[src/sv/ffba_pkg.sv]
// Shared types and constants for the first-fit bump allocator.
package ffba_pkg;

  localparam int unsigned HEAP_SIZE_RESET = 32'd1048576;
  localparam int unsigned HDR_BYTES_RESET = 7'd8;

  typedef enum logic [1:0] {
    CFG_HEAP_BASE = 2'd0,
    CFG_HEAP_SIZE = 2'd1,
    CFG_HDR_BYTES = 2'd2,
    CFG_NONE      = 2'd3
  } ffba_cfg_t;

  typedef enum logic [1:0] {
    CMD_ALLOC   = 2'd0,
    CMD_FREE    = 2'd1,
    CMD_REALLOC = 2'd2,
    CMD_NONE    = 2'd3
  } ffba_cmd_t;

  typedef struct packed {
    logic [1:0]  command;
    logic [31:0] pointer;
    logic [31:0] size;
    logic [31:0] header_word;
  } ffba_in_t;

  typedef struct packed {
    logic [31:0] result_pointer;
    logic        header_write;
    logic [31:0] header_address;
    logic [31:0] header_value;
    logic [31:0] clear_start;
    logic [31:0] clear_bytes;
    logic [31:0] copy_source;
    logic [31:0] copy_bytes;
    logic [31:0] used_bytes;
    logic        list_overflow;
  } ffba_out_t;

  typedef enum logic [3:0] {
    ST_IDLE,
    ST_DECODE,
    ST_ALLOC,
    ST_A_RD,
    ST_A_CHK,
    ST_S_RD,
    ST_S_WR,
    ST_BUMP,
    ST_POST,
    ST_FREE,
    ST_F_RD,
    ST_F_CHK,
    ST_DONE
  } ffba_state_t;

  typedef struct packed {
    logic latch_in;
    logic clr_idx;
    logic inc_idx;
    logic rd_scan;
    logic rd_next;
    logic wr_shift;
    logic hit_out;
    logic dec_count;
    logic bump_out;
    logic fit_ptr;
    logic copy_out;
    logic append;
    logic set_ovf;
  } ffba_ctl_t;

  typedef struct packed {
    ffba_cmd_t cmd;
    logic      ptr_zero;
    logic      size_zero;
    logic      owns;
    logic      fits;
    logic      too_big;
    logic      idx_end;
    logic      next_end;
    logic      size_ok;
    logic      addr_match;
    logic      bump_fail;
    logic      hdr_small;
    logic      list_full;
    logic      moved_nz;
  } ffba_sts_t;

endpackage

[src/sv/ffba_ctrl.sv]
// Sequencer for request decode, list scans, list compaction and append.
module ffba_ctrl (
  input  logic             clk,
  input  logic             rst_n,
  input  logic             start,
  output logic             busy,
  output logic             out_valid,
  input  ffba_pkg::ffba_sts_t sts,
  output ffba_pkg::ffba_ctl_t ctl
);
  import ffba_pkg::*;

  ffba_state_t state_r, state_nxt;
  logic        then_free_r, then_free_nxt;

  always_ff @(posedge clk) begin
    if (!rst_n) begin
      state_r     <= ST_IDLE;
      then_free_r <= 1'b0;
    end else begin
      state_r     <= state_nxt;
      then_free_r <= then_free_nxt;
    end
  end

  always_comb begin
    state_nxt     = state_r;
    then_free_nxt = then_free_r;
    ctl           = '0;
    case (state_r)
      ST_IDLE: begin
        if (start) begin
          ctl.latch_in  = 1'b1;
          then_free_nxt = 1'b0;
          state_nxt     = ST_DECODE;
        end
      end
      ST_DECODE: begin
        case (sts.cmd)
          CMD_ALLOC: state_nxt = ST_ALLOC;
          CMD_FREE:  state_nxt = ST_FREE;
          CMD_REALLOC: begin
            if (sts.ptr_zero) begin
              state_nxt = sts.size_zero ? ST_DONE : ST_ALLOC;
            end else if (sts.size_zero) begin
              state_nxt = ST_FREE;
            end else if (!sts.owns) begin
              state_nxt = ST_ALLOC;
            end else if (sts.fits) begin
              ctl.fit_ptr = 1'b1;
              state_nxt   = ST_DONE;
            end else begin
              then_free_nxt = 1'b1;
              state_nxt     = ST_ALLOC;
            end
          end
          default: state_nxt = ST_DONE;
        endcase
      end
      ST_ALLOC: begin
        if (sts.too_big) begin
          state_nxt = ST_DONE;
        end else begin
          ctl.clr_idx = 1'b1;
          state_nxt   = ST_A_RD;
        end
      end
      ST_A_RD: begin
        if (sts.idx_end) begin
          state_nxt = ST_BUMP;
        end else begin
          ctl.rd_scan = 1'b1;
          state_nxt   = ST_A_CHK;
        end
      end
      ST_A_CHK: begin
        if (sts.size_ok) begin
          ctl.hit_out = 1'b1;
          state_nxt   = ST_S_RD;
        end else begin
          ctl.inc_idx = 1'b1;
          state_nxt   = ST_A_RD;
        end
      end
      ST_S_RD: begin
        if (sts.next_end) begin
          ctl.dec_count = 1'b1;
          state_nxt     = ST_POST;
        end else begin
          ctl.rd_next = 1'b1;
          state_nxt   = ST_S_WR;
        end
      end
      ST_S_WR: begin
        ctl.wr_shift = 1'b1;
        ctl.inc_idx  = 1'b1;
        state_nxt    = ST_S_RD;
      end
      ST_BUMP: begin
        if (sts.bump_fail) begin
          state_nxt = ST_DONE;
        end else begin
          ctl.bump_out = 1'b1;
          state_nxt    = ST_POST;
        end
      end
      ST_POST: begin
        if (then_free_r && sts.moved_nz) begin
          ctl.copy_out = 1'b1;
          state_nxt    = ST_FREE;
        end else begin
          state_nxt = ST_DONE;
        end
      end
      ST_FREE: begin
        if (!sts.owns || sts.hdr_small) begin
          state_nxt = ST_DONE;
        end else begin
          ctl.clr_idx = 1'b1;
          state_nxt   = ST_F_RD;
        end
      end
      ST_F_RD: begin
        if (sts.idx_end) begin
          if (sts.list_full) ctl.set_ovf = 1'b1;
          else ctl.append = 1'b1;
          state_nxt = ST_DONE;
        end else begin
          ctl.rd_scan = 1'b1;
          state_nxt   = ST_F_CHK;
        end
      end
      ST_F_CHK: begin
        if (sts.addr_match) begin
          state_nxt = ST_DONE;
        end else begin
          ctl.inc_idx = 1'b1;
          state_nxt   = ST_F_RD;
        end
      end
      ST_DONE: state_nxt = ST_IDLE;
      default: state_nxt = ST_IDLE;
    endcase
  end

  assign busy      = (state_r != ST_IDLE);
  assign out_valid = (state_r == ST_DONE);

endmodule

[config.mk]
export PLATFORM = sky130hd
export DESIGN_NAME = ffba_ctrl
export DESIGN_NICKNAME = d
export VERILOG_FILES = /design/src/sv/ffba_pkg.sv /design/src/sv/ffba_ctrl.sv
export SDC_FILE = /design/constraint.sdc
export NUM_CORES = 1
export LEC_CHECK = 0
export ABC_AREA = 0
export ABC_CLOCK_PERIOD_IN_PS = 1800
export BUFFER_PORTS_ARGS = -buffer_cell sky130_fd_sc_hd__buf_2
export CORE_MARGIN = 5
export CORE_UTILIZATION = 50
export DETAILED_ROUTE_END_ITERATION = 16
export MAX_ROUTING_LAYER = met4
export PLACE_DENSITY = 0.84
export SLEW_MARGIN = 20
export SYNTH_ARGS = -nofsm -noshare
export SYNTH_HDL_FRONTEND = slang
export SYNTH_SLANG_ARGS = --single-unit
[constraint.sdc]
create_clock -name clk -period 1.8 [get_ports clk]
set_input_delay 0.27 -clock clk [delete_from_list [all_inputs] [get_ports clk]]
set_output_delay 0.27 -clock clk [all_outputs]
set_load 0.01 [all_outputs]
==> impl_metrics.ini <==
[clock_network]
htree_levels = 1
cts-root-buf = clkbuf_4
cts_sinks = 5
cts_buffer_depth = 2
insertion_delay_ns = 0.24
hold_buffers = 0
cts_inserted_buffers = 3
cts_tree = yes
clk_pin_slew_ns = 0.04

[power]
leakage_nw = 0.458
peakVddDrop_mv = 0.829
p_per_area_mw_per_mm2 = 1110
power_w = 0.00110

[global_routing]
antenna_found_initial = 0
grt_max_degree = 22
grt_pass1_wl_mm = 3.55
grt_overflow = 0
grt_usage = 0.179
grt_pass1_vias = 828

[worst_setup_path]
cp_top_family = simple AND/OR/NAND/NOR gates
cpPeakStageDelay_ns = 0.41
worstSetupPathType = flop to primary output
path_max_fanout = 21
worstPathArrival_ns = 1.48
cp-start-kind = flop
required_ns = 1.53
crit_buf_inv = 1
path_cells = or2_4, o32ai_4, or2_1, buf_2
worst_setup_path_end_kind = primary output
slowest_stage = dfxtp_4

[detailed_routing]
drt-total-wl_mm = 2.17
drc_errors = 0
dr.pass1.iters = 4
post_drt_wl_per_cell_um = 14.3
drtAntennaViolNets = 0
via_per_inst = 5.95
num_vias = 904
drt_iter0_markers = 21

[place]
placed_cell_area_sq_um = 915
hpwl_mm = 1.66
post-place-ws_ns = 0.0794
numPortBuffers = 32
gp_routability_congestion = 0.849

[cells_and_area]
finish.instance_area_sq_um = 996
nets = 155
final_core_util = 0.677
area_growth_pct = 31.4
fillCellCount = 127
multiInputGateArea_sq_um = 579
diodes = 0
drive_gt1_frac = 0.434
regArea_sq_um = 113

[sta]
rsz0062_at_grt = true
slew_viol_final = 0
hold_slack_ns = 0.281
finalHoldViolCount = 0
max_slew_margin = 0.756
fin_skew_ns = 0.00400
fin_crit_sh = 0.974
tightest_slew_ns = 0.363
max_freq_mhz = 570
setup_ws_ns = 0.0461
finalCriticalPeriod_ns = 1.75
setup_viol = 0

[status]
status = finished clean

[synthesis]
ys_seq_area_frac = 0.132
syn-cell-area_sq_um = 758
syn_inst = 99
ys_async_sr_fraction = 0
ys_types = 45
syn_avg_cell_area_sq_um = 7.66
synthFlopType = dfxtp_1
synth_fp_nets = 117
synth-edff-count = 0
yosysWarningCount = 0
ys_seq_elements = 5

[floorplanning]
io_pins = 33
rows = 14
die_area_sq_mm = 0.00240
die_x_um = 48.9
die_h_um = 48.9
core_sq_mm = 0.00147
start_util = 0.515

[job]
cap_violations = 0

[min_path]
hp-class = primary input to flop
## cells in the mapped netlist (2+ instances only)
cell type | n | area share
a41oi_2 | 2 | 0.043
a211o_1 | 2 | 0.023
inv_1 | 6 | 0.030
and3_1 | 4 | 0.033
nand2b_1 | 6 | 0.050
buf_6 | 3 | 0.045
nand3_1 | 2 | 0.013
nor3_1 | 5 | 0.033
o21ai_0 | 3 | 0.020
nor3b_1 | 4 | 0.040
buf_2 | 4 | 0.026
nand4b_1 | 3 | 0.035
a21oi_1 | 5 | 0.033
nor2b_1 | 3 | 0.025
nor2_1 | 9 | 0.045
nand2_1 | 5 | 0.025
dfxtp_1 | 5 | 0.13
## final timing paths
kind                                  from                       end  slack (ns)  depth (start not counted)
hold reg to reg   then_free_r$_SDFFE_PN0P_  then_free_r$_SDFFE_PN0P_        0.62                          2
setup / recovery   state_r[3]$_SDFFE_PN0N_                   ctl[10]        0.05                          4
hold / removal                       rst_n  then_free_r$_SDFFE_PN0P_        0.28                          2
setup reg to reg   state_r[1]$_SDFFE_PN0N_   state_r[2]$_SDFFE_PN0N_        0.30                          6
## registers in the layout (all words and copies together), names as in the netlist
signal       cells
state_r          4
then_free_r      1
## per-layer routing
metal | GRT usage | share of wire
met1 | 0.215 | 0.42
met2 | 0.300 | 0.50
met3 | 0.0398 | 0.076
met4 | 0.0493 | 0.0055
met5 | - | 0
## area by class of cell
| cell class | instances | area share |
|---|---|---|
| clock buffers | 4 | 0.0264 |
| inverters | 7 | 0.0264 |
| multi-input cells | 79 | 0.582 |
| flip-flops and latches | 5 | 0.113 |
| well taps | 16 | 0.0201 |
| repair buffers | 41 | 0.232 |
## cell families (layout without fill, tap and decap cells)
group,Yosys count,in the layout,share of synthesized area
simple gates,51,51,0.431
buf+inv,15,52,0.116
compound gates,26,26,0.299
xor+xnor,2,2,0.0231
flops,5,5,0.132
## per-stage QoR
stage	std cells	TNS [ns]
after floorplan	99	0
after global placement	144	0
after detailed placement	144	0
after CTS	148	0
after global routing	152	-0.0734
final	152	0
## worst reg2reg max path, delay by kind of cell, from the launching register on
| kind | cells | cell delay [ns] |
|---|---|---|
| compound gates | 2 | 0.40 |
| simple gates | 2 | 0.37 |
| flops | 1 | 0.32 |
| buf+inv | 2 | 0.32 |
## cells in the final DEF (no fill, tap or decap), drive strengths merged, types with 2 or more instances in the layout
| cell type | instances |
|---|---|
| a211o | 2 |
| a21oi | 6 |
| a41oi | 2 |
| and3 | 4 |
| buf | 41 |
| clkbuf | 4 |
| dfxtp | 5 |
| inv | 7 |
| nand2 | 5 |
| nand2b | 6 |
| nand3 | 2 |
| nand4b | 3 |
| nor2 | 9 |
| nor2b | 3 |
| nor3 | 5 |
| nor3b | 4 |
| nor4 | 2 |
| o211ai | 2 |
| o21ai | 4 |
| or2 | 2 |
## what timing repair did
item                                    4_1_cts  5_1_grt
setup buffers                                 0        4
gates cloned                                  0        0
pin swaps                                     0        5
endpoints found under the setup margin        7        5
gates resized for setup                       3        7
## power by group
part           leakage (nW)  internal [W]  switching [W]  total [W]
Combinational         0.399      0.000361       0.000346   0.000706
Sequential           0.0433      0.000158       0.000112   0.000270
Clock                0.0150     0.0000835      0.0000412   0.000125
Power figures use the tool's default switching activity.
